**src/design/spq_pkg.sv**
```systemverilog
`default_nettype none
package spq_pkg;

	localparam int CAPACITY = 16;
	localparam int TAG_W = 16;
	localparam int SCORE_W = 32;
	localparam int CNT_W = $clog2(CAPACITY + 1);

	typedef enum logic {
		OP_INSERT = 1'b0,
		OP_POP = 1'b1
	} op_t;

	typedef enum logic [1:0] {
		ST_INSERTED = 2'd0,
		ST_POPPED = 2'd1,
		ST_POP_EMPTY = 2'd2,
		ST_INSERT_FULL = 2'd3
	} status_t;

	typedef struct packed {
		logic signed [SCORE_W-1:0] score;
		logic [TAG_W-1:0] tag;
	} entry_t;

	typedef struct packed {
		logic insert;
		logic pop;
		entry_t entry;
	} ctl_t;

endpackage
`default_nettype wire

```
**src/design/spq_cell.sv**
```systemverilog
`default_nettype none
module spq_cell (
	input wire logic clk,
	input wire spq_pkg::ctl_t ctl,
	input wire logic occupied,
	input wire spq_pkg::entry_t prev_entry,
	input wire logic prev_after,
	input wire spq_pkg::entry_t next_entry,
	output spq_pkg::entry_t entry,
	output logic after
);

	spq_pkg::entry_t entry_q;

	// The new item belongs in front of this cell when the cell is empty or holds a lower score.
	assign after = !occupied || (entry_q.score < ctl.entry.score);
	assign entry = entry_q;

	always_ff @(posedge clk) begin
		if (ctl.insert) begin
			if (after && !prev_after) begin
				entry_q <= ctl.entry;
			end else if (after) begin
				entry_q <= prev_entry;
			end
		end else if (ctl.pop) begin
			entry_q <= next_entry;
		end
	end

endmodule
`default_nettype wire

```
**src/design/sorted_priority_queue.sv**
```systemverilog
// Sorted priority queue of spq_pkg::CAPACITY entries held in a row of cells in descending
// score order, with equal scores kept in arrival order. Every cell compares its score with
// an incoming entry in parallel, so an insert or a pop is applied when accepted and an item
// can be accepted in every cycle. The result is held in an output register; a new item is
// accepted while that register is empty or its result is being taken in the same cycle.
// Inserts into a full queue are dropped and reported; pops on an empty queue are reported.
`default_nettype none
module sorted_priority_queue (
	input wire logic clk,
	input wire logic arst_n,
	input wire logic item_valid,
	output logic item_ready,
	input wire logic [0:0] operation,
	input wire logic signed [31:0] item_score,
	input wire logic [15:0] item_tag,
	output logic result_valid,
	input wire logic result_ready,
	output logic [1:0] status,
	output logic signed [31:0] popped_score,
	output logic [15:0] popped_tag,
	output logic [4:0] entry_total
);

	localparam int N = spq_pkg::CAPACITY;
	localparam int CW = spq_pkg::CNT_W;

	logic [CW-1:0] count_q;
	logic result_valid_q;
	spq_pkg::status_t status_q;
	spq_pkg::entry_t popped_q;
	logic [CW-1:0] total_q;

	logic accept;
	logic is_pop;
	logic full;
	logic empty;
	spq_pkg::ctl_t ctl;
	logic [N-1:0] occ;
	logic [N-1:0] after;
	spq_pkg::entry_t cell_entry [N];
	spq_pkg::status_t status_d;
	logic [CW-1:0] count_d;

	assign item_ready = !result_valid_q || result_ready;
	assign accept = item_valid && item_ready;
	assign is_pop = (spq_pkg::op_t'(operation) == spq_pkg::OP_POP);
	assign full = (count_q == CW'(N));
	assign empty = (count_q == '0);

	always_comb begin
		ctl.insert = accept && !is_pop && !full;
		ctl.pop = accept && is_pop && !empty;
		ctl.entry.score = item_score;
		ctl.entry.tag = item_tag;
	end

	for (genvar g = 0; g < N; g++) begin : g_cell
		assign occ[g] = (count_q > CW'(g));
		spq_cell u_cell (
			.clk(clk),
			.ctl(ctl),
			.occupied(occ[g]),
			.prev_entry((g == 0) ? ctl.entry : cell_entry[(g == 0) ? 0 : g - 1]),
			.prev_after((g == 0) ? 1'b0 : after[(g == 0) ? 0 : g - 1]),
			.next_entry((g == N - 1) ? cell_entry[g] : cell_entry[(g == N - 1) ? g : g + 1]),
			.entry(cell_entry[g]),
			.after(after[g])
		);
	end

	always_comb begin
		count_d = count_q;
		if (is_pop) begin
			if (empty) begin
				status_d = spq_pkg::ST_POP_EMPTY;
			end else begin
				status_d = spq_pkg::ST_POPPED;
				count_d = count_q - CW'(1);
			end
		end else begin
			if (full) begin
				status_d = spq_pkg::ST_INSERT_FULL;
			end else begin
				status_d = spq_pkg::ST_INSERTED;
				count_d = count_q + CW'(1);
			end
		end
	end

	always_ff @(posedge clk or negedge arst_n) begin
		if (!arst_n) begin
			count_q <= '0;
			result_valid_q <= 1'b0;
		end else begin
			if (accept) begin
				count_q <= count_d;
				result_valid_q <= 1'b1;
			end else if (result_ready) begin
				result_valid_q <= 1'b0;
			end
		end
	end

	always_ff @(posedge clk) begin
		if (accept) begin
			status_q <= status_d;
			total_q <= count_d;
			if (ctl.pop) begin
				popped_q <= cell_entry[0];
			end else begin
				popped_q <= '0;
			end
		end
	end

	assign result_valid = result_valid_q;
	assign status = status_q;
	assign popped_score = popped_q.score;
	assign popped_tag = popped_q.tag;
	assign entry_total = 5'(total_q);

endmodule
`default_nettype wire

```
**config.mk**
```make
export PLATFORM = sky130hd
export DESIGN_NAME = sorted_priority_queue
export DESIGN_NICKNAME = d
export VERILOG_FILES = /design/src/design/spq_pkg.sv /design/src/design/spq_cell.sv /design/src/design/sorted_priority_queue.sv
export SDC_FILE = /design/constraint.sdc
export NUM_CORES = 2
export LEC_CHECK = 0
export ABC_CLOCK_PERIOD_IN_PS = 6600
export BUFFER_PORTS_ARGS = -buffer_cell sky130_fd_sc_hd__buf_2
export CORE_MARGIN = 2
export CORE_UTILIZATION = 40
export CTS_CLUSTER_DIAMETER = 60
export DETAILED_ROUTE_END_ITERATION = 6
export GPL_TIMING_DRIVEN = 0
export HOLD_SLACK_MARGIN = 0.12
export PLACE_DENSITY = 0.61
export SYNTH_ARGS = -nofsm -noshare
export SYNTH_HDL_FRONTEND = slang
export SYNTH_SLANG_ARGS = --single-unit
```
**constraint.sdc**
```tcl
create_clock -name clk -period 6.6 [get_ports clk]
set_input_delay 0 -clock clk [delete_from_list [all_inputs] [get_ports clk]]
set_output_delay 0 -clock clk [all_outputs]
set_load 0.05 [all_outputs]
```
# --- Word-level counts from Yosys, hierarchy flattened ---
# Index checks and enable logic that the tools add are counted.
classes:
  n_reduce_logical: 92
  n_lt_le_gt_ge: 32
  n_mux: 69
  n_addsub: 2
  eq_ne: 16
ops:
  columns: ["cell", "count"]
  rows:
  - ["48-bit 2-to-1 mux", 61]
  - ["32-bit less-than comparator", 16]
  - ["3-bit by 1-bit != test with 1-bit output (second input constant)", 14]
  - ["5-bit by 4-bit greater-than comparator with 1-bit output (second input constant)", 8]
  - ["1-bit logical NOT", 35]
  - ["2-bit AND reduction", 16]
  - ["5-bit by 3-bit greater-than comparator with 1-bit output (second input constant)", 4]
  - ["1-bit logical AND", 20]
  - ["1-bit logical OR", 17]
  - ["5-bit 2-to-1 mux", 3]
  - ["5-bit by 1-bit greater-than comparator with 1-bit output (second input constant)", 2]
  - ["5-bit by 2-bit greater-than comparator with 1-bit output (second input constant)", 2]
  - ["2-bit 2-to-1 mux", 3]
  - ["2-bit nonzero test", 3]
  - ["5-bit by 1-bit adder with 5-bit output (second input constant)", 1]
  - ["5-bit equality test (second input constant)", 1]
  - ["5-bit logical NOT", 1]
  - ["5-bit by 1-bit subtractor with 5-bit output (second input constant)", 1]
  - ["1-bit 2-to-1 mux", 2]
  - ["2-bit by 1-bit != test with 1-bit output (second input constant)", 1]
totals:
  ff_bits: 829
  out_inout_bits: 57
  elab_cells: 249

# --- Depth between registers and ports, before layout ---
depth:
  depth_word: 7
  ltp_mapped: 13
  depth_no_buf: 10

# --- By module ---
# A second synthesis with hierarchy kept.
hier_totals:
  hier_cells: 5518
  hier_area_um2: 55515.7
by_module_without_submodules:
  columns: ["module", "cells_per_inst", "n_inst", "area_each_um2", "seq_area_each_um2"]
  rows:
  - ["spq_cell (g_cell[0].u_cell ...)", 327, 15, 3285.7, 1441.4]
  - ["spq_cell (g_cell[9].u_cell)", 393, 1, 3444.6, 1441.4]
  - ["sorted_priority_queue", 220, 1, 2786.4, 1801.7]

# --- Worst setup path before layout ---
# Ideal clock, no wire load.
synth_path:
  path_kind: "register to register"
  startpoint: "register result_valid_q, in the netlist result_valid"
  endpoint: "register g_cell[3].u_cell.entry_q, in the netlist g_cell[3].u_cell.entry[0], enable pin"
  setup_slack_ns: -0.071
  setup_ns: 0.470
  path_buffers: 2
  t_arrival_ns: 6.202
  stages_incl_launch_ff: 8
  required_ns: 6.130
  synth_period_minus_slack_ns: 6.671
  path_cell_list: "dfrtp_1 -> nand2b_1 -> nand2_1 -> inv_1 -> clkbuf_1 -> nand2_1 -> clkbuf_1 -> a21oi_1"
synth_between:
  elab_chain_len: 7
  elab_cells_between_ends: 10
  cone_classes: "eq/ne (1); reduce/logical (9)"
synth_lines:
  columns: ["element", "line", "text"]
  rows:
  - ["start: declaration", "sorted_priority_queue.sv:28", "logic result_valid_q;"]
  - ["start signal: assignment", "sorted_priority_queue.sv:93", "result_valid_q <= 1'b0;"]
  - ["start signal: assignment", "sorted_priority_queue.sv:97", "result_valid_q <= 1'b1;"]
  - ["start signal: assignment", "sorted_priority_queue.sv:99", "result_valid_q <= 1'b0;"]
  - ["1-bit logical NOT *", "sorted_priority_queue.sv:44", "assign item_ready = !result_valid_q || result_ready;"]
  - ["1-bit logical OR *", "sorted_priority_queue.sv:44", null]
  - ["via item_ready", "sorted_priority_queue.sv:12", "output logic item_ready,"]
  - ["1-bit logical AND *", "sorted_priority_queue.sv:45", "assign accept = item_valid && item_ready;"]
  - ["via accept", "sorted_priority_queue.sv:33", "logic accept;"]
  - ["1-bit logical AND, on equally long branches (2 in series)", "sorted_priority_queue.sv:51, sorted_priority_queue.sv:52", null]
  - ["3-bit by 1-bit != test with 1-bit output (no source line) or 2-bit nonzero test (tied branches)", null, null]
  - ["2-bit AND reduction (no source line) *", null, null]
  - ["end signal: assignment", "spq_cell.sv:22", "entry_q <= ctl.entry;"]
  - ["end signal: assignment", "spq_cell.sv:24", "entry_q <= prev_entry;"]
  - ["end signal: assignment", "spq_cell.sv:27", "entry_q <= next_entry;"]
  - ["end: declaration", "spq_cell.sv:13", "spq_pkg::entry_t entry_q;"]
# Mark *: on every way through the listed nets, which the timed path passes. The rest lies on a longest branch.
# A chain may end at the register's enable or synchronous reset.

# --- Worst setup path in the final report ---
layout_path:
  startpoint: "register g_cell[0].u_cell.entry_q, in the netlist g_cell[0].u_cell.entry[31]"
  endpoint: "register g_cell[1].u_cell.entry_q, in the netlist g_cell[1].u_cell.entry[28], data pin"
layout_between:
  elab_chain_len: 6
layout_lines:
  columns: ["element", "line", "text"]
  rows:
  - ["start: declaration", "spq_cell.sv:13", null]
  - ["start signal: assignment", "spq_cell.sv:22", null]
  - ["start signal: assignment", "spq_cell.sv:24", null]
  - ["start signal: assignment", "spq_cell.sv:27", null]
  - ["32-bit less-than comparator", "spq_cell.sv:16", "assign after = !occupied || (entry_q.score < ctl.entry.score);"]
  - ["1-bit logical OR", "spq_cell.sv:16", null]
  - ["1-bit logical NOT", "spq_cell.sv:21", "if (after && !prev_after) begin"]
  - ["1-bit logical AND", "spq_cell.sv:21", null]
  - ["48-bit 2-to-1 mux", "spq_cell.sv:21", null]
  - ["48-bit 2-to-1 mux", "spq_cell.sv:20", "if (ctl.insert) begin"]
  - ["end signal: assignment", "spq_cell.sv:22", null]
  - ["end signal: assignment", "spq_cell.sv:24", null]
  - ["end signal: assignment", "spq_cell.sv:27", null]
  - ["end: declaration", "spq_cell.sv:13", null]
# Every way passes these cells.

==> metrics.md <==
| Metric | Value |
|---|---|
| Clk buf depth | `3` |
| CTS Sinks | `between 800 and 900` |
| DR pass1 iterations | `6` |
| Dominant cells by area after synthesis | `edfxtp_1 47%, ha_1 12%, o211ai_1 8.5%` |
| Pin count of the biggest net entering global routing | `49` |
| Die height | `367 um` |
| Max transition margin | `-13.6%` |
| Max-slew violation count | `45` |
| Ys flop type | `edfxtp_1` |
| RSZ-0062 raised after global routing | `no` |
| Post-synth EDFFs | `823` |
| Failing checks | `max-capacitance violations, max-slew violations, negative setup slack` |
| Outcome | `finished, violations left` |
| Cells after Synth | `between 5,000 and 6,000` |
| Area leader, netlist | `edfxtp_1` |
| Area of placed instances | `56,300 um2` |
| Fillers | `12,634` |
| Period utilization | `101%` |
| Syn Std Cell Area | `52,600 um2` |
| Ratio of cells with drive above 1 in the final layout | `about 8.5%` |
| Max FO, Critical Path | `10` |
| Clock latency on the worst-skew pair | `770 ps` |
| Die W | `367 um` |
| CTS tree | `built` |
| Final-report setup violation count | `1` |
| Worst Slack Setup Final | `-43.5 ps` |
| Post-Route WL | `243,000 um` |
| # IOs | `between 100 and 150` |
| Post-synth cell types | `73` |
| Vias | `49,304` |
| Async S/R FF share, synth | `0.724%` |
| GRT Resource Usage Total | `34.9%` |
| Number of nets in the layout | `around 6,000` |
| Initial antenna violation count | `8` |
| Clk slew on worst S/H paths | `60 ps` |
| Total power | `23.5 mW` |
| Clock buffer count from CTS | `113` |
| Final hold violations | `0` |
| FMAX | `151 MHz` |
| Hold WC Path Type | `in2reg` |
| Post-DP HPWL | `185,000 um` |
| Max-Cap Viols | `4` |
| Post-place setup slack | `-368 ps` |
| Port buffer count | `109` |
| Worst Tran Pin Value | `1700 ps` |
| ANT nets after route | `0` |
| Die area | `135,000 um2` |
| CP Launch Type | `flop` |
| Cell row count | `between 100 and 150` |
| Fin util | `46.2%` |
| Crit Path Class | `reg2reg` |
| Post-layout instance area | `60,600 um2` |
| # H-tree levels | `3` |
| Post-CTS Setup Bufs | `0` |
| CP Data Required Time | `7050 ps` |
| FF/Latch Area | `24,900 um2` |
| WL/cell | `33.1 um` |
| Leakage | `22.5 nW` |
| Fin crit period | `about 6600 ps` |
| CP endpoint kind | `flop` |
| First-pass GRT wire length | `340,000 um` |
| Yosys warning count | `0` |
| Register area share after synthesis | `47.2%` |
| Number of global-route vias before repair | `46,405` |
| DRC viols | `0` |
| Synth top area share | `46.9%` |
| Area grow syn2layout | `15.2%` |
| Core Region | `between 100,000 and 150,000 um2` |
| Final GP Congestion | `between 1 and 1.5` |
| Overflow after GRT | `0` |
| Syn_area_per_cell | `roughly 10 um2` |
| Average vias per placed instance | `6.73` |
| Crit path DAT | `roughly 7100 ps` |
| Multi-input gate area | `26,000 um2` |
| Fin Hold WS | `between 100 and 150 ps` |
| Skew final | `40.7 ps` |
| Initial core utilization | `40.1%` |
| Post-Synthesis Net Count | `between 5,000 and 6,000` |
| Root Buffer Master | `clkbuf_16` |
| Seq cells post-synth | `829` |
| Drt initial violations | `7,913` |
| VDD IR max | `0.331 mV` |
| Power per cell area | `387 nW/um2` |
[worst max-delay path, cell delays in order, from the launching register on]
cell	delay [ps]
edfxtp_1	560
ha_1	380
nand4_1	480
nor4_1	440
a22oi_1	360
a311oi_2	880
and3_1	260
clkbuf_1	660
o21a_1	490
clkbuf_1	580
clkbuf_1	920
o211ai_1	270
[state kept, by name, indices dropped and copies added (netlist names)]
name / count
result_valid: 1
popped_score: 32
popped_tag: 16
status: 2
entry_total: 5
count_q: 5
g_cell.u_cell.entry: 768
[power breakdown]
group / internal [mW] / switching [mW] / total (mW) / leakage [nW]
logic: 2.35 / 6.74 / 9.09 / 12.9
clock network: 3.56 / 2.71 / 6.27 / 1.74
registers: 7.26 / 0.843 / 8.10 / 7.88
[layout by cell type (no fill, tap or decap), types with 10 or more instances in the layout]
| cell type | instances |
|---|---|
| a21oi_1 | 489 |
| clkinv_1 | 28 |
| buf_2 | 169 |
| edfxtp_1 | 823 |
| inv_1 | 50 |
| a221oi_1 | 19 |
| o21ai_0 | 112 |
| nor2_1 | 135 |
| nand3_1 | 229 |
| dlygate4sd3_1 | 68 |
| clkbuf_16 | 115 |
| clkinv_2 | 10 |
| nand4_1 | 52 |
| o21a_1 | 14 |
| and4_1 | 28 |
| mux2_2 | 52 |
| clkbuf_1 | 331 |
| a221o_1 | 281 |
| nand2_1 | 982 |
| nor3_1 | 15 |
| buf_16 | 10 |
| nand2b_1 | 24 |
| and3_1 | 21 |
| o211ai_1 | 596 |
| o31a_1 | 35 |
| a21oi_4 | 11 |
| buf_1 | 30 |
| a21o_1 | 52 |
| clkinvlp_4 | 13 |
| ha_1 | 501 |
| and2_1 | 53 |
| nor4_1 | 13 |
| buf_12 | 20 |
[area by class of cell]
| cell class | count | share of cell area [%] |
|---|---|---|
| Clock buffer | 134 | 4.86 |
| Antenna cell | 6 | 0.0248 |
| Multi-Input combinational cell | 3841 | 43.0 |
| Clock inverter | 76 | 1.16 |
| Tap cell | 1755 | 3.62 |
| Sequential cell | 829 | 41.0 |
| Buffer | 420 | 2.87 |
| Inverter | 51 | 0.316 |
| Timing Repair Buffer | 210 | 3.18 |
[cells by family (layout without fill, tap and decap cells)]
group                    count (synthesis)  count (layout)  synth area share, %
AND/OR/NAND/NOR                       1602            1603                 13.4
multiplexers                            55              55                 1.17
AO/OA/AOI/OAI                         1678            1678                 22.6
other                                    0               6                    0
adder cells (fa/ha/maj)                501             501                 11.9
XOR/XNOR                                 4               4               0.0666
buffers and inverters                  471             891                 3.66
flip-flops                             829             829                 47.2
[path summary, 6_finish.rpt]
check / from / end / slack (ps) / cells past startpoint
worst max-delay path: g_cell[0].u_cell.entry[31] / g_cell[1].u_cell.entry[28] / -40 / 11
worst min-delay path: item_score[2] / g_cell[15].u_cell.entry[18] / 140 / 3
worst max register to register: g_cell[0].u_cell.entry[31] / g_cell[1].u_cell.entry[28] / -40 / 11
worst min register to register: g_cell[15].u_cell.entry[4] / g_cell[14].u_cell.entry[4] / 530 / 2
max in group asynchronous: arst_n / count_q[4] / 6180 / 3
min in group asynchronous: arst_n / count_q[0] / 190 / 3
[per-stage QoR]
step / cells / TNS, ps
3_3_place_gp: 7004 / -2799480
2_1_floorplan: 5140 / -28120
6_report: 7322 / -43.5
4_1_cts: 7315 / 0
5_1_grt: 7317 / 0
3_5_place_dp: 7037 / -39060
[cell usage after synthesis (all sizes together) (35+ instances only)]
| master | number |
|---|---|
| buf | 105 |
| nor2 | 139 |
| inv | 50 |
| a221o | 281 |
| clkbuf | 315 |
| nand2 | 983 |
| mux2 | 52 |
| nand3 | 229 |
| o31a | 35 |
| a21o | 52 |
| o21ai | 114 |
| ha | 501 |
| edfxtp | 823 |
| o211ai | 596 |
| nand4 | 52 |
| a21oi | 500 |
| and2 | 59 |
[layer usage]
metal / vias to the layer above / part of all wire (%) / GRT usage (%)
met2: 3585 / 41 / 49.6
li1: 20797 / - / -
met1: 24240 / 40 / 47.4
met4: 4 / 6.8 / 19.9
met3: 678 / 13 / 9.85
met5: - / 0.011 / 0
[repair_timing]
action / 4_1_cts / 5_1_grt
hold buffers: 68 / 0
gates cloned: 0 / 1
gates resized for setup: 2 / 3
endpoints found under the hold margin: 378 / 0
pin swaps: 0 / 1
endpoints found under the setup margin: 145 / 84
Note: power is estimated with default switching activity, not from simulation.
